### config.mk
export PLATFORM = sky130hd
export DESIGN_NAME = sync_frame_receiver_crc16
export DESIGN_NICKNAME = d
export VERILOG_FILES = /design/src/sfr_pkg.sv /design/src/sfr_crc_unit.sv /design/src/sfr_frame_store.sv /design/src/sync_frame_receiver_crc16.sv
export VERILOG_INCLUDE_DIRS = /design/src /design/src/src
export SDC_FILE = /design/constraint.sdc
export NUM_CORES = 1
export LEC_CHECK = 0
export BUFFER_PORTS_ARGS = -buffer_cell sky130_fd_sc_hd__buf_2
export CAP_MARGIN = 5
export CORE_ASPECT_RATIO = 0.7
export CORE_MARGIN = 2
export CORE_UTILIZATION = 52
export DETAILED_ROUTE_END_ITERATION = 16
export GPL_TIMING_DRIVEN = 0
export PLACE_DENSITY = 0.75
export RECOVER_POWER = 50
export SYNTH_ARGS = -nofsm -noshare
export SYNTH_HDL_FRONTEND = slang
export SYNTH_SLANG_ARGS = --single-unit
### constraint.sdc
create_clock -name clk_i -period 4.39 [get_ports clk_i]
set_clock_uncertainty 0.05 [all_clocks]
set_input_delay 0.2195 -clock clk_i [delete_from_list [all_inputs] [get_ports clk_i]]
set_output_delay 0.2195 -clock clk_i [all_outputs]
set_load 0.01 [all_outputs]
### src/sync_frame_receiver_crc16_defines.svh
// ----------------------------------------------------------------------------
// sync_frame_receiver_crc16 assertion macros
// Concurrent assertion helpers shared by the frame receiver RTL.
// ----------------------------------------------------------------------------
`ifndef SYNC_FRAME_RECEIVER_CRC16_DEFINES_SVH
`define SYNC_FRAME_RECEIVER_CRC16_DEFINES_SVH

`ifndef ASSERT_OFF
// same-cycle implication
`define SFR_ASSERT_IMP(lbl, clk, rstn, ante, cons) \
  lbl: assert property (@(posedge clk) disable iff (!rstn) (ante) |-> (cons)) \
    else $error("sfr: implication check failed");
// next-cycle implication
`define SFR_ASSERT_NXT(lbl, clk, rstn, ante, cons) \
  lbl: assert property (@(posedge clk) disable iff (!rstn) (ante) |=> (cons)) \
    else $error("sfr: next-cycle check failed");
`else
`define SFR_ASSERT_IMP(lbl, clk, rstn, ante, cons)
`define SFR_ASSERT_NXT(lbl, clk, rstn, ante, cons)
`endif

`endif

### src/sfr_pkg.sv
// ----------------------------------------------------------------------------
// sfr_pkg
// Shared constants and types of the sync frame receiver.
// ----------------------------------------------------------------------------
package sfr_pkg;

  localparam int unsigned PacketBytesDefault = 16;

  localparam logic [7:0]  SyncFirst  = 8'h53;  // 'S'
  localparam logic [7:0]  SyncSecond = 8'h50;  // 'P'
  localparam logic [15:0] CrcSeed    = 16'hFFFF;
  localparam logic [15:0] CrcPoly    = 16'hA001;

  typedef struct packed {
    logic       feed;
    logic       from_seed;
    logic [7:0] data;
  } crc_cmd_t;

  typedef struct packed {
    logic        busy;
    logic [15:0] crc;
  } crc_sts_t;

endpackage

### src/sfr_crc_unit.sv
// ----------------------------------------------------------------------------
// sfr_crc_unit
// Bit-serial CRC-16/MODBUS engine: one polynomial step per cycle.
// ----------------------------------------------------------------------------
module sfr_crc_unit (
  input  logic              clk_i,
  input  logic              rst_ni,
  input  sfr_pkg::crc_cmd_t cmd_i,
  output sfr_pkg::crc_sts_t sts_o
);
  import sfr_pkg::*;

  logic [15:0] crc_q, crc_d;
  logic [2:0]  cnt_q, cnt_d;
  logic        busy_q, busy_d;
  logic [15:0] step;

  assign step = crc_q[0] ? ((crc_q >> 1) ^ CrcPoly) : (crc_q >> 1);

  always_comb begin
    crc_d  = crc_q;
    cnt_d  = cnt_q;
    busy_d = busy_q;
    if (cmd_i.feed) begin
      crc_d  = (cmd_i.from_seed ? CrcSeed : crc_q) ^ {8'h00, cmd_i.data};
      cnt_d  = '0;
      busy_d = 1'b1;
    end else if (busy_q) begin
      crc_d = step;
      cnt_d = cnt_q + 3'd1;
      if (cnt_q == 3'd7) begin
        busy_d = 1'b0;
      end
    end
  end

  always_ff @(posedge clk_i or negedge rst_ni) begin
    if (!rst_ni) begin
      crc_q  <= CrcSeed;
      cnt_q  <= '0;
      busy_q <= 1'b0;
    end else begin
      crc_q  <= crc_d;
      cnt_q  <= cnt_d;
      busy_q <= busy_d;
    end
  end

  assign sts_o.busy = busy_q;
  assign sts_o.crc  = crc_q;

endmodule

### src/sfr_frame_store.sv
// ----------------------------------------------------------------------------
// sfr_frame_store
// Frame byte memory, one write and one registered read port.
// ----------------------------------------------------------------------------
module sfr_frame_store #(
  parameter int unsigned Depth = sfr_pkg::PacketBytesDefault,
  parameter int unsigned Aw    = $clog2(Depth)
) (
  input  logic          clk_i,
  input  logic          wr_en_i,
  input  logic [Aw-1:0] wr_addr_i,
  input  logic [7:0]    wr_data_i,
  input  logic          rd_en_i,
  input  logic [Aw-1:0] rd_addr_i,
  output logic [7:0]    rd_data_o
);
  import sfr_pkg::*;

  logic [7:0] mem_q [Depth];
  logic [7:0] rd_data_q;

  always_ff @(posedge clk_i) begin
    if (wr_en_i) begin
      mem_q[wr_addr_i] <= wr_data_i;
    end
  end

  always_ff @(posedge clk_i) begin
    if (rd_en_i) begin
      rd_data_q <= mem_q[rd_addr_i];
    end
  end

  assign rd_data_o = rd_data_q;

endmodule

### src/sync_frame_receiver_crc16.sv
// ----------------------------------------------------------------------------
// sync_frame_receiver_crc16
// Hunts for the 'S','P' header, collects a frame, checks its CRC-16/MODBUS
// and replays a good frame byte by byte.
// ----------------------------------------------------------------------------
// channel | dir | handshake              | word
// in      | in  | in_valid_i / in_stall_o | in_byte_i
// out     | out | out_valid_o / out_stall_i | frame_byte_o, byte_position_o,
//         |     |                        | last_byte_o
//
// A word that feeds the CRC holds the input while it is accepted, loaded and
// run through eight serial CRC steps in sfr_crc_unit; CRC bytes and dropped
// words do not. A good frame is replayed word by word (registered memory read,
// then output load, held while out_stall_i is held); input stalls meanwhile.
// Reset is asynchronous; the frame memory needs no clearing pass.
// ----------------------------------------------------------------------------
`include "sync_frame_receiver_crc16_defines.svh"

module sync_frame_receiver_crc16 #(
  parameter int unsigned PACKET_BYTES = sfr_pkg::PacketBytesDefault
) (
  input  logic       clk_i,
  input  logic       rst_ni,
  input  logic       in_valid_i,
  output logic       in_stall_o,
  input  logic [7:0] in_byte_i,
  output logic       out_valid_o,
  input  logic       out_stall_i,
  output logic [7:0] frame_byte_o,
  output logic [5:0] byte_position_o,
  output logic       last_byte_o
);
  import sfr_pkg::*;

  localparam int unsigned Aw = $clog2(PACKET_BYTES);

  typedef enum logic [3:0] {
    ST_IDLE = 4'b0001,
    ST_CRC  = 4'b0010,
    ST_RD   = 4'b0100,
    ST_LOAD = 4'b1000
  } state_e;

  typedef enum logic [2:0] {
    PH_HUNT_S = 3'b001,
    PH_HUNT_P = 3'b010,
    PH_BODY   = 3'b100
  } phase_e;

  state_e      state_q, state_d;
  phase_e      phase_q, phase_d;
  logic [6:0]  fill_q, fill_d;
  logic [7:0]  rx_lo_q, rx_lo_d;
  logic [5:0]  rd_ptr_q, rd_ptr_d;
  logic        out_valid_q;
  logic [7:0]  byte_q;
  logic [5:0]  pos_q;
  logic        last_q;

  logic          wr_en;
  logic [Aw-1:0] wr_addr;
  logic          rd_en;
  logic [7:0]    rd_data;
  crc_cmd_t      crc_cmd;
  crc_sts_t      crc_sts;

  logic slot_free, out_load, rd_last, is_last, crc_ok, do_start, do_idle;

  assign slot_free = !out_valid_q || !out_stall_i;
  assign rd_last   = (rd_ptr_q == 6'(PACKET_BYTES - 1));
  assign is_last   = (fill_q == 7'(PACKET_BYTES - 1));
  assign crc_ok    = (crc_sts.crc == {in_byte_i, rx_lo_q});

  always_comb begin
    state_d   = state_q;
    phase_d   = phase_q;
    fill_d    = fill_q;
    rx_lo_d   = rx_lo_q;
    rd_ptr_d  = rd_ptr_q;
    wr_en     = 1'b0;
    wr_addr   = fill_q[Aw-1:0];
    rd_en     = 1'b0;
    out_load  = 1'b0;
    do_start  = 1'b0;
    do_idle   = 1'b0;
    crc_cmd.feed      = 1'b0;
    crc_cmd.from_seed = 1'b0;
    crc_cmd.data      = in_byte_i;

    unique case (state_q)
      ST_IDLE: begin
        if (in_valid_i) begin
          unique case (phase_q)
            PH_HUNT_S: begin
              do_start = (in_byte_i == SyncFirst);
            end
            PH_HUNT_P: begin
              if (in_byte_i == SyncSecond) begin
                wr_en        = 1'b1;
                fill_d       = 7'd2;
                phase_d      = PH_BODY;
                crc_cmd.feed = 1'b1;
                state_d      = ST_CRC;
              end else if (in_byte_i == SyncFirst) begin
                do_start = 1'b1;
              end else begin
                do_idle = 1'b1;
              end
            end
            PH_BODY: begin
              if (fill_q >= 7'(PACKET_BYTES)) begin
                do_idle = 1'b1;
              end else begin
                wr_en  = 1'b1;
                fill_d = fill_q + 7'd1;
                if (fill_q < 7'(PACKET_BYTES - 2)) begin
                  crc_cmd.feed = 1'b1;
                  state_d      = ST_CRC;
                end else if (!is_last) begin
                  rx_lo_d = in_byte_i;
                end else if (crc_ok) begin
                  rd_ptr_d = '0;
                  state_d  = ST_RD;
                end else if (in_byte_i == SyncFirst) begin
                  do_start = 1'b1;
                end else begin
                  do_idle = 1'b1;
                end
              end
            end
            default: do_idle = 1'b1;
          endcase
        end
      end
      ST_CRC: begin
        if (!crc_sts.busy) begin
          state_d = ST_IDLE;
        end
      end
      ST_RD: begin
        rd_en   = 1'b1;
        state_d = ST_LOAD;
      end
      ST_LOAD: begin
        if (slot_free) begin
          out_load = 1'b1;
          if (rd_last) begin
            state_d = ST_IDLE;
            phase_d = PH_HUNT_S;
            fill_d  = '0;
          end else begin
            rd_ptr_d = rd_ptr_q + 6'd1;
            state_d  = ST_RD;
          end
        end
      end
      default: state_d = ST_IDLE;
    endcase

    // start of a new frame with this 'S' as word 0
    if (do_start) begin
      wr_en             = 1'b1;
      wr_addr           = '0;
      fill_d            = 7'd1;
      phase_d           = PH_HUNT_P;
      crc_cmd.feed      = 1'b1;
      crc_cmd.from_seed = 1'b1;
      state_d           = ST_CRC;
    end
    if (do_idle) begin
      phase_d = PH_HUNT_S;
      fill_d  = '0;
    end
  end

  always_ff @(posedge clk_i or negedge rst_ni) begin
    if (!rst_ni) begin
      state_q     <= ST_IDLE;
      phase_q     <= PH_HUNT_S;
      fill_q      <= '0;
      rd_ptr_q    <= '0;
      out_valid_q <= 1'b0;
    end else begin
      state_q  <= state_d;
      phase_q  <= phase_d;
      fill_q   <= fill_d;
      rd_ptr_q <= rd_ptr_d;
      if (out_load) begin
        out_valid_q <= 1'b1;
      end else if (!out_stall_i) begin
        out_valid_q <= 1'b0;
      end
    end
  end

  always_ff @(posedge clk_i) begin
    rx_lo_q <= rx_lo_d;
    if (out_load) begin
      byte_q <= rd_data;
      pos_q  <= rd_ptr_q;
      last_q <= rd_last;
    end
  end

  sfr_crc_unit u_crc (
    .clk_i  (clk_i),
    .rst_ni (rst_ni),
    .cmd_i  (crc_cmd),
    .sts_o  (crc_sts)
  );

  sfr_frame_store #(
    .Depth (PACKET_BYTES),
    .Aw    (Aw)
  ) u_store (
    .clk_i     (clk_i),
    .wr_en_i   (wr_en),
    .wr_addr_i (wr_addr),
    .wr_data_i (in_byte_i),
    .rd_en_i   (rd_en),
    .rd_addr_i (rd_ptr_q[Aw-1:0]),
    .rd_data_o (rd_data)
  );

  assign in_stall_o      = (state_q != ST_IDLE);
  assign out_valid_o     = out_valid_q;
  assign frame_byte_o    = byte_q;
  assign byte_position_o = pos_q;
  assign last_byte_o     = last_q;

  `SFR_ASSERT_IMP(a_crc_idle, clk_i, rst_ni, state_q == ST_IDLE, !crc_sts.busy)
  `SFR_ASSERT_IMP(a_fill_max, clk_i, rst_ni, 1'b1, fill_q <= 7'(PACKET_BYTES))
  `SFR_ASSERT_IMP(a_last_pos, clk_i, rst_ni, out_valid_o && last_byte_o,
                  byte_position_o == 6'(PACKET_BYTES - 1))
  `SFR_ASSERT_NXT(a_emit_end, clk_i, rst_ni, state_q == ST_LOAD && slot_free && rd_last,
                  state_q == ST_IDLE && fill_q == 7'd0)
  `SFR_ASSERT_IMP(a_emit_full, clk_i, rst_ni, state_q == ST_RD || state_q == ST_LOAD,
                  fill_q == 7'(PACKET_BYTES))

endmodule

Word-level counts from Yosys, hierarchy flattened
Memory sizes are Yosys's and may differ from the RTL's. A register that Yosys moved wholly into a read port is not among the register bits.
Index checks and enable logic that the tools add are counted.
{ "word_totals": {"latchBits": 0, "reg_bits": 64, "mem_bits_ro": 0, "ram_bits": 128, "mem_count": 1} }
{ "memory_table": {"columns": ["name", "depth", "width", "rd", "rd_ports_with_merged_regs", "wr", "line_no", "text"], "rows": [
  ["u_store.mem_q", 16, 8, 1, 1, 1, "sfr_frame_store.sv:19", "logic [7:0] mem_q [Depth];"]
]} }
{ "op_classes": {"n_bitwise": 5, "n_eq_ne": 39, "n_mux": 85, "n_mul": 0, "reduce_logical": 11, "div": 0, "magnitude_cmp": 2, "n_addsub": 3, "n_shift": 0} }
{ "op_table": {"columns": ["op", "n"], "rows": [
  ["16-bit 2-to-1 mux", 4],
  ["7-bit 2-to-1 mux", 7],
  ["6-bit 2-to-1 mux", 8],
  ["4-bit 2-to-1 mux", 10],
  ["1-bit 2-to-1 mux", 35],
  ["3-bit 2-to-1 mux", 10],
  ["7-bit one-hot mux with 2 select lines", 2],
  ["4-bit != test (second input constant)", 6],
  ["5-bit != test (second input constant)", 4],
  ["16-bit == test", 1],
  ["8-bit by 7-bit == test with 1-bit output (second input constant)", 2],
  ["4-bit one-hot mux with 4 select lines", 1],
  ["16-bit by 8-bit XOR with 16-bit output", 1],
  ["2-bit != test (second input constant)", 7],
  ["6-bit one-hot mux with 2 select lines", 1],
  ["6-bit AND reduction", 2],
  ["3-bit != test (second input constant)", 3],
  ["9-bit AND reduction", 1],
  ["4-bit one-hot mux with 2 select lines", 1],
  ["8-bit AND reduction", 1],
  ["7-bit by 1-bit adder with 7-bit output (second input constant)", 1],
  ["7-bit by 4-bit == test with 1-bit output (second input constant)", 1],
  ["7-bit by 5-bit greater-or-equal comparator with 1-bit output (second input constant)", 1],
  ["7-bit by 4-bit < comparator with 1-bit output (second input constant)", 1],
  ["26 further kinds", 34]
]} }

Depth between registers and ports, before layout
Gate-level depths: netlist (run 1).
{ "depth": {"depth_word": 13, "ltp_mapped": 9, "mapped_depth_nobuf": 7} }

By module
Synthesis (run 1) repeated with hierarchy kept, for this count alone.
{ "hier_totals": {"hier_cells": 526, "hier_area_um2": 8623.3} }
{ "modules_own_cells": {"columns": ["module", "cells_each", "instances", "seq_area_each_um2", "area_each_um2"], "rows": [
  ["sfr_frame_store", 229, 1, 4083.9, 5227.5],
  ["sync_frame_receiver_crc16", 197, 1, 1218.7, 2309.7],
  ["sfr_crc_unit", 100, 1, 520.5, 1086.0]
]} }

Least setup slack after synthesis (run 1)
No wires, ideal clock.
{ "synth_path": {"kind": "flip-flop to flip-flop", "startpoint": "register u_crc.crc_q[0]", "endpoint": "memory u_store.mem_q[1][0] (enable)", "arrival_ns": 2.983, "path_stages_with_launch": 10, "setup_ns": 0.395, "path_slack_ns": 0.963, "cell_sequence": "dfstp_2 > clkbuf_1 > xnor2_1 > nand4_1 > nor4_2 > o41ai_1 > nand2_1 > buf_2 > nand2_1 > nor4_1"} }
{ "synth_via": {"elab_chain_len": 11} }
{ "synth_rtl": {"columns": ["element", "line_no", "text"], "rows": [
  ["from (decl)", "sfr_crc_unit.sv:13", "logic [15:0] crc_q, crc_d;"],
  ["from (signal assigned)", "sfr_crc_unit.sv:39", "crc_q <= CrcSeed;"],
  ["from (signal assigned)", "sfr_crc_unit.sv:43", "crc_q <= crc_d;"],
  ["16-bit == test *", "sync_frame_receiver_crc16.sv:72", "assign crc_ok = (crc_sts.crc == {in_byte_i, rx_lo_q});"],
  ["1-bit 2-to-1 mux *", "sync_frame_receiver_crc16.sv:121", "end else if (crc_ok) begin"],
  ["1-bit 2-to-1 mux *", "sync_frame_receiver_crc16.sv:119", "end else if (!is_last) begin"],
  ["1-bit 2-to-1 mux *", "sync_frame_receiver_crc16.sv:116", "if (fill_q < 7'(PACKET_BYTES - 2)) begin"],
  ["1-bit 2-to-1 mux *", "sync_frame_receiver_crc16.sv:111", "if (fill_q >= 7'(PACKET_BYTES)) begin"],
  ["1-bit one-hot mux with 3 select lines *", "sync_frame_receiver_crc16.sv:93", "unique case (phase_q)"],
  ["1-bit 2-to-1 mux *", "sync_frame_receiver_crc16.sv:92", "if (in_valid_i) begin"],
  ["1-bit 2-to-1 mux *", "sync_frame_receiver_crc16.sv:90", "unique case (state_q)"],
  ["1-bit 2-to-1 mux", "sync_frame_receiver_crc16.sv:161", "if (do_start) begin"],
  ["1-bit 2-to-1 mux", "sfr_frame_store.sv:23", "if (wr_en_i) begin"],
  ["1-bit 2-to-1 mux (not written as such)", "sfr_frame_store.sv:24", "mem_q[wr_addr_i] <= wr_data_i;"],
  ["to (decl)", "sfr_frame_store.sv:19", null]
]} }
Mark *: on every way between the ends. The rest lies on a longest branch, timed or not.

Worst setup path in the final report (run 1)
{ "layout_path": {"startpoint": "register u_crc.crc_q[0]", "endpoint": "memory u_store.mem_q[5][2] (enable)"} }
The elaborated chain is that of the path after synthesis.

==> impl_table.tex, run 1 <==
\begin{tabular}{lr}
\hline
Metric & Value \\
\hline
\multicolumn{2}{l}{\textbf{STA}} \\
\quad Worst Slack Setup Final & 0.252 ns \\
\quad Shortest clock period the worst path allows after layout & 4.14 ns \\
\quad Highest clock rate & 242 MHz \\
\quad Hold Vio Cnt, Final & 0 \\
\quad Setup repair after global routing missed its margin & no \\
\quad Transition at the pin with the smallest max-transition slack & 2.27 ns \\
\quad Period utilisation layout & between 90\% and 100\% \\
\quad Final setup viols & 0 \\
\quad Remaining max-slew budget at the tightest pin & -51.4\% \\
\quad Number of pins exceeding their max-slew limit in the final report & 42 \\
\multicolumn{2}{l}{\textbf{Yosys}} \\
\quad Netlist area before placement & roughly 8500 µm² \\
\quad EDFF count, synth & approximately 160 \\
\quad Count of synthesis-stage warnings from yosys & 0 \\
\quad Post-Syn Instances & about 590 \\
\quad Main synth FF type & sky130\_fd\_sc\_hd\_\_edfxtp\_1 \\
\quad Part of the Yosys area used for sequential elements & 68.1\% \\
\quad Syn\_nets & approximately 600 \\
\quad Post-Synthesis Mean Instance Area & 14.6 µm² \\
\quad Number of flip-flops and latches in the synthesized netlist & 200 \\
\quad Number of different library cells in the post-synthesis netlist & a little over 60 \\
\quad Async SR Flop Fraction & between 20 and 25\% \\
\multicolumn{2}{l}{\textbf{Worst setup path}} \\
\quad CP Capture Type & flop \\
\quad Class of the most critical setup path & reg2reg \\
\quad Worst path max stage delay & roughly 0.84 ns \\
\quad Critical path arrival & roughly 4.2 ns \\
\quad Internal reg-to-reg setup slack & 0.25 ns \\
\quad Most frequent CP cell & sky130\_fd\_sc\_hd\_\_nand4\_1 \\
\quad Cell-by-cell listing of the critical path & clkbuf\_1, xnor2\_1, nand4\_1, nor4\_2, o41ai\_1, nand2\_1, buf\_2, nand4\_1, nor3\_1, buf\_4 \\
\quad Kind of start point of the critical path & flop \\
\quad Crit path required time & about 4.5 ns \\
\quad Highest net fanout along the worst path & 10 \\
\quad CP max-delay cell & sky130\_fd\_sc\_hd\_\_nor4\_2 \\
\quad Crit-path leading delay family & simple AND/OR/NAND/NOR gates \\
\quad Bufs and invs on worst path & 3 \\
\multicolumn{2}{l}{\textbf{CTS}} \\
\quad Deepest clock path buffer count & 2 \\
\quad Post-CTS setup buffers & 0 \\
\quad Cells resized by post-CTS repair & 0 \\
\quad Master cell of the clock root buffer & sky130\_fd\_sc\_hd\_\_clkbuf\_16 \\
\quad Clock transition at the register clock pins on the worst setup and hold paths after CTS & around 0.080 ns \\
\quad Worst skew pair latency & around 0.44 ns \\
\quad Total clock buffers created by CTS & 17 \\
\quad H-Tree Depth & 4 \\
\quad Sink count of the clock tree & 200 \\
\quad TritonCTS clock tree & done \\
\quad CTS Hold Bufs & 2 \\
\multicolumn{2}{l}{\textbf{Pwr}} \\
\quad Fraction of power consumed by sequential logic & 48.9\% \\
\quad Worst ir drop on vdd & approximately 0.00027 V \\
\quad Clock network power share & between 30\% and 40\% \\
\quad Power dissipated by switching net loads & between 1000 and 1500 µW \\
\quad Power density of the placed cells & slightly below 500 nW/µm² \\
\quad Share of total power in combinational logic & 18.1\% \\
\quad Switching part of the total power & 28.5\% \\
\quad Power Internal & between 3000 and 4000 µW \\
\quad Leakage power & $\sim$0.0032 µW \\
\multicolumn{2}{l}{\textbf{Cells and area}} \\
\quad Layout Nets & between 600 and 700 \\
\quad Post-layout instance count excluding filler cells & 883 \\
\quad Growth of design area from synthesis to finish & 13.0\% \\
\quad Final non-filler cell area & between 9000 and 10000 µm² \\
\quad Inserted Diodes & 0 \\
\quad Layout cells sized above 1 & 17.8\% \\
\multicolumn{2}{l}{\textbf{Drt}} \\
\quad DRC violation count after routing & 0 \\
\quad Wirelength per Cell & 21.7 µm \\
\quad Iter 0 DRT Violations & 468 \\
\quad Routed vias & about 5300 \\
\quad Drt first pass iters & 5 \\
\quad Total length of routed wires & 19100 µm \\
\quad Post-DR vias/cell & 5.96 \\
\quad Antenna violation net count after detailed routing & 0 \\
\multicolumn{2}{l}{\textbf{Outcome}} \\
\quad Outcome & complete, but fails checks \\
\quad Failing checks & max-capacitance violations, max-slew violations \\
\multicolumn{2}{l}{\textbf{Place}} \\
\quad Number of buffers added on ports & 28 \\
\quad Place WS & approximately 0.054 ns \\
\quad Post-detailed-placement half-perimeter wirelength & 12700 µm \\
\quad Gp weighted congestion & about 0.90 \\
\quad Instance area after placement & approximately 9000 µm² \\
\quad Number of cells in the design after placement & about 850 \\
\multicolumn{2}{l}{\textbf{Global route}} \\
\quad Overall Global Routing Usage & 23.0\% \\
\quad Number of global-route vias before repair & about 5100 \\
\quad Pin count of the biggest net entering global routing & 42 \\
\quad Wire length of the first global-routing pass & 29500 µm \\
\quad Antenna violations before repair & 0 \\
\quad Overflow left after global routing & 0 \\
\multicolumn{2}{l}{\textbf{Floorplan}} \\
\quad Die Area & 17500 µm² \\
\quad Initial Util & 52.7\% \\
\quad Area inside the core boundary & 16200 µm² \\
\quad Horizontal die dimension & roughly 160 µm \\
\quad Top-Level Pins & 29 \\
\quad Number of placement rows & 39 \\
\quad Die Span Y & 111 µm \\
\multicolumn{2}{l}{\textbf{Job}} \\
\quad Max-Cap Viols & 1 \\
\multicolumn{2}{l}{\textbf{Worst hold path}} \\
\quad Worst hold path type & in2reg \\
\hline
\end{tabular}
==> power by group through the flow <==
stage | clock, µW | combinational (µW) | sequential [µW]
2_1_floorplan | 0 | 637 | 2340
3_3_place_gp | 0 | 804 | 2370
3_5_place_dp | 0 | 850 | 2380
4_1_cts | 1590 | 859 | 2340
5_1_grt | 1680 | 957 | 2360
6_report | 1580 | 865 | 2340
==> cells by family (layout without fill, tap and decap cells) <==
group                    count (synthesis)  count (layout)  share of synthesized area, %
adder cells (fa/ha/maj)                  5               5                         0.732
flip-flops                             200             200                          68.1
AO/OA/AOI/OAI                           97              97                          8.24
XOR/XNOR                                21              21                          2.15
buffers and inverters                   41             113                          1.95
AND/OR/NAND/NOR                        162             162                          9.19
multiplexers                            60              60                          9.59
==> Yosys cell counts, drive strengths merged (7+ instances only) <==
cell type	number	share of area, %
a211oi	9	1.1
a21oi	18	1.1
a221oi	8	0.82
a22oi	9	0.85
buf	9	0.54
clkbuf	19	0.83
dfrtp	23	6.7
dfstp	18	5.5
edfxtp	159	56
inv	13	0.57
mux2	15	2.0
mux2i	29	3.4
mux4	16	4.2
nand2	51	2.2
nand3	7	0.41
nand4	9	0.66
nor2	42	1.8
nor3	18	1.1
o21ai	25	1.5
or3	7	0.57
xnor2	18	1.8
==> tightest hold or removal path: stages <==
cell and delay (ns):
sky130_fd_sc_hd__buf_2 0.12, sky130_fd_sc_hd__nand2_1 0.21, sky130_fd_sc_hd__o22ai_1 0.13
==> cells in the final DEF, fill, tap and decap left out, drive strengths merged, types with 4 or more instances in the layout <==
cell    instances
dfstp          18
clkinv          7
a22oi           9
a221oi          8
a211oi          9
a21oi          18
nor4            5
mux2i          29
or3             7
xnor2          18
inv            17
nand2          51
nor3           18
clkbuf         63
dfrtp          23
ha              5
nor2           42
mux4           16
nand3           7
a21boi          4
edfxtp        159
mux2           15
o21ai          25
nand2b          5
nand4           9
buf            20
and2            6
==> stage by stage <==
stage | TNS (ns) | utilization (%) | total power, µW | hold WS [ns]
detailed placement | 0 | 55.8 | 3230 | 0.355
global route | 0 | 59.6 | 4990 | 0.239
finish | 0 | 59.6 | 4790 | 0.228
global placement | -4.32 | 55.4 | 3170 | 0.356
floorplan | 0 | - | 2980 | -0.126
CTS | 0 | 59.6 | 4790 | 0.202
==> per-layer routing <==
metal	wire length [µm]	GRT usage, %	vias up
met4	163	4.30	0
li1	-	-	2362
met1	8790	35.0	2633
met2	8650	34.0	244
met5	0	0	-
met3	1510	5.98	20
==> flip-flops by register name (all words and copies together), names as in the netlist <==
name / count
frame_byte_o: 8
out_valid_o: 1
u_store.mem_q: 128
u_crc.cnt_q: 3
rd_ptr_q: 6
fill_q: 7
u_store.rd_data_o: 8
u_crc.busy_q: 1
last_byte_o: 1
rx_lo_q: 8
phase_q: 3
u_crc.crc_q: 16
state_q: 4
byte_position_o: 6
==> worst paths after layout <==
check | start | endpoint | cells past startpoint
min in group asynchronous | rst_ni | u_crc.cnt_q[1] | 2
worst min-delay path | in_valid_i | phase_q[2] | 3
max in group asynchronous | rst_ni | rd_ptr_q[0] | 2
worst max register to register | u_crc.crc_q[0] | u_store.mem_q[5][2] | 10
worst min register to register | u_store.rd_data_o[0] | frame_byte_o[0] | 0
worst max-delay path | u_crc.crc_q[0] | u_store.mem_q[5][2] | 10
==> cell type report <==
type,instances,area [µm²]
Clock inverter,15,169
Clock buffer,17,425
Fill cell,1267,6550
Multi-Input combinational cell,345,2590
Tap cell,225,282
Inverter,13,48.8
Sequential cell,200,5820
Buffer,28,118
Timing Repair Buffer,40,201
Note: power is estimated with default switching activity, not from simulation.
==> run 2: changes to the inputs <==
--- a/config.mk
+++ b/config.mk
@@ -15,6 +15,7 @@
 export GPL_TIMING_DRIVEN = 0
 export PLACE_DENSITY = 0.75
 export RECOVER_POWER = 50
+export SLEW_MARGIN = 20
 export SYNTH_ARGS = -nofsm -noshare
 export SYNTH_HDL_FRONTEND = slang
 export SYNTH_SLANG_ARGS = --single-unit
==> constraint.sdc (replaced) <==
create_clock -name clk_i -period 5.03 [get_ports clk_i]
set_clock_uncertainty 0.05 [all_clocks]
set_input_delay 0.2515 -clock clk_i [delete_from_list [all_inputs] [get_ports clk_i]]
set_output_delay 0.2515 -clock clk_i [all_outputs]
set_load 0.01 [all_outputs]
==> impl_table.tex, run 2 (same netlist as run 1, synthesis figures left out) <==
\begin{tabular}{lr}
\hline
Metric & Value \\
\hline
\multicolumn{2}{l}{\textbf{STA}} \\
\quad Setup total negative slack & 0 ns (unchanged) \\
\quad Transition at the pin with the smallest max-transition slack & 2.32 ns (+0.0462 ns) \\
\quad Shortest clock period the worst path allows after layout & 4.14 ns (+0.00498 ns) \\
\quad Highest clock rate & 241 MHz (-0.12\%) \\
\quad Hold Vio Cnt, Final & 0 (unchanged) \\
\quad Period utilisation layout & 82.4\% (-12 points) \\
\quad Remaining max-slew budget at the tightest pin & -54.4\% (-3.1 points) \\
\quad Final setup viols & 0 (unchanged) \\
\quad Setup repair after global routing missed its margin & no \\
\quad Number of pins exceeding their max-slew limit in the final report & 42 (unchanged) \\
\multicolumn{2}{l}{\textbf{Global route}} \\
\quad Overflow left after global routing & 0 (unchanged) \\
\quad Pin count of the biggest net entering global routing & 42 (unchanged) \\
\quad Antenna violations before repair & 0 (unchanged) \\
\quad Overall Global Routing Usage & 23.2\% (+0.24 points) \\
\quad Number of global-route vias before repair & 5174 (+2.2\%) \\
\quad Wire length of the first global-routing pass & 29700 µm (+0.80\%) \\
\multicolumn{2}{l}{\textbf{Drt}} \\
\quad Antenna violation net count after detailed routing & 0 (unchanged) \\
\quad Iter 0 DRT Violations & 586 (+25\%) \\
\quad DRC violation count after routing & 0 (unchanged) \\
\quad Wirelength per Cell & 22.0 µm (+1.5\%) \\
\quad Post-DR vias/cell & 5.97 (+0.22\%) \\
\quad Total length of routed wires & 19300 µm (+0.72\%) \\
\quad Drt first pass iters & 5 (unchanged) \\
\quad Routed vias & 5229 (-0.57\%) \\
\multicolumn{2}{l}{\textbf{CTS}} \\
\quad Cells resized by post-CTS repair & 0 (unchanged) \\
\quad Sink count of the clock tree & 200 (unchanged) \\
\quad Clock transition at the register clock pins on the worst setup and hold paths after CTS & 0.07 ns (about the same) \\
\quad H-Tree Depth & 4 (unchanged) \\
\quad Master cell of the clock root buffer & sky130\_fd\_sc\_hd\_\_clkbuf\_16 \\
\quad TritonCTS clock tree & done \\
\quad Total clock buffers created by CTS & 17 (unchanged) \\
\quad Deepest clock path buffer count & 2 (unchanged) \\
\quad Worst skew pair latency & 0.44 ns (about the same) \\
\multicolumn{2}{l}{\textbf{Worst setup path}} \\
\quad Origin of the worst setup path & u\_crc.crc\_q[0] \\
\quad Class of the most critical setup path & reg2reg \\
\quad Critical path arrival & 4.15 ns (-0.08 ns) \\
\quad Internal reg-to-reg setup slack & 0.89 ns (+0.64 ns) \\
\quad Crit path required time & 5.04 ns (+0.55 ns) \\
\quad Highest net fanout along the worst path & 10 (unchanged) \\
\quad CP Capture Type & flop \\
\quad Worst R2R End & u\_store.mem\_q[12][1] \\
\quad Kind of start point of the critical path & flop \\
\quad Startpoint of the most critical register-to-register path & u\_crc.crc\_q[0] \\
\quad Register-to-Register Path Depth & 9 (-1) \\
\quad Last element of the critical path & u\_store.mem\_q[12][1] \\
\multicolumn{2}{l}{\textbf{Cells and area}} \\
\quad Reg with most FFs & u\_store.mem\_q \\
\quad Post-layout instance count excluding filler cells & 876 (-0.79\%) \\
\quad Layout cells sized above 1 & 18.0\% (+0.19 points) \\
\quad Fin util & 59.4\% (-0.19 points) \\
\quad Final non-filler cell area & 9620 µm² (-0.32\%) \\
\quad Growth of design area from synthesis to finish & 12.6\% \\
\quad Leading cell types in the layout, fill and taps excluded & sky130\_fd\_sc\_hd\_\_edfxtp\_1, sky130\_fd\_sc\_hd\_\_nand2\_1, sky130\_fd\_sc\_hd\_\_clkbuf\_1 \\
\quad Inserted Diodes & 0 (unchanged) \\
\quad Top Registers & u\_store.mem\_q: 128 flops, u\_crc.crc\_q: 16 flops \\
\quad Layout Nets & 655 (-1.1\%) \\
\quad Commonest non-fill, non-tap cell in the layout & sky130\_fd\_sc\_hd\_\_edfxtp\_1 \\
\quad Flip-flop count of the largest register after layout & 128 (unchanged) \\
\multicolumn{2}{l}{\textbf{Floorplan}} \\
\quad Horizontal die dimension & 157 µm (unchanged) \\
\quad Initial Util & 52.7\% (unchanged) \\
\quad Die Span Y & 111 µm (unchanged) \\
\quad Area inside the core boundary & 16200 µm² (unchanged) \\
\quad Die Area & 17500 µm² (unchanged) \\
\quad Number of placement rows & 39 (unchanged) \\
\quad Top-Level Pins & 29 (unchanged) \\
\multicolumn{2}{l}{\textbf{Place}} \\
\quad Number of cells in the design after placement & 843 (-0.35\%) \\
\quad Post-detailed-placement half-perimeter wirelength & 12600 µm (-0.75\%) \\
\quad Number of buffers added on ports & 28 (unchanged) \\
\quad Instance area after placement & 9050 µm² (about the same) \\
\quad Gp weighted congestion & 0.902 (unchanged) \\
\multicolumn{2}{l}{\textbf{Pwr}} \\
\quad Power density of the placed cells & 435 nW/µm² (-12\%) \\
\quad Leakage power & 0.00320 µW (-0.92\%) \\
\quad Worst ir drop on vdd & 0.000245 V (-11\%) \\
\multicolumn{2}{l}{\textbf{Job}} \\
\quad Max-Cap Viols & 1 (unchanged) \\
\multicolumn{2}{l}{\textbf{Outcome}} \\
\quad Failing checks & max-capacitance violations, max-slew violations \\
\quad Outcome & complete, but fails checks \\
\multicolumn{2}{l}{\textbf{Worst hold path}} \\
\quad Worst hold path type & in2reg \\
\hline
\end{tabular}
run 2: cell types whose count changed in the layout (fill, tap and decap cells not counted), sizes merged:
cell	change
dlygate4sd3	-1
buf	-4
clkbuf	-2
run 2: report_power, final:
group	leakage [µW]	internal [µW]	switching [µW]
sequential	0.00193	1950	98.7
combinational	0.000988	297	459
clock	0.000286	744	640
run 2: final cells by class:
cell class,count,area [µm²]
fillers,1273,6580
flip-flops and latches,200,5820
multi-input cells,345,2620
clock buffers,17,425
well taps,225,282
clock inverters,15,169
repair buffers,33,141
plain buffers,28,118
inverters,13,48.8
run 2: worst min path at each step:
stage	start	endpoint	depth (start not counted)
after floorplan	rst_ni	fill_q[0]	0
after global placement	u_store.rd_data_o[7]	frame_byte_o[7]	0
after detailed placement	u_store.rd_data_o[0]	frame_byte_o[0]	0
after CTS	out_stall_i	out_valid_o	3
after global routing	out_stall_i	out_valid_o	3
final	out_stall_i	out_valid_o	3
run 2: metal layers:
layer  up-vias  share of wire [%]  track usage [%]
met3        18                8.8             7.66
met5         -                  0                0
li1       2346                  -                -
met4         0               0.97             5.09
met1      2638                 45             33.5
met2       227                 45             34.8
run 2: repair_timing:
item | CTS | global route
setup buffers | 0 | 0
hold buffers | 1 | 0
hold endpoints to repair | 23 | 0
endpoints found under the setup margin | 0 | 0
run 2: critical path, cell delays in order (launching register included):
cell,delay (ns)
sky130_fd_sc_hd__dfstp_2,0.52
sky130_fd_sc_hd__clkbuf_1,0.28
sky130_fd_sc_hd__xnor2_1,0.16
sky130_fd_sc_hd__nand4_1,0.11
sky130_fd_sc_hd__nor4_2,0.85
sky130_fd_sc_hd__o41ai_1,0.25
sky130_fd_sc_hd__nand2_1,0.23
sky130_fd_sc_hd__buf_2,0.29
sky130_fd_sc_hd__nand4_1,0.23
sky130_fd_sc_hd__nor2_1,0.78
run 2: per-stage QoR:
step / setup slack, ns / hold WS, ns / power [µW]
after CTS: 0.971 / 0.0493 / 4190
after global placement: 0.360 / 0.356 / 2770
after global routing: 0.690 / 0.0797 / 4360
after detailed placement: 1.00 / 0.355 / 2820
after floorplan: 1.60 / -0.0941 / 2600
final: 0.887 / 0.0591 / 4180
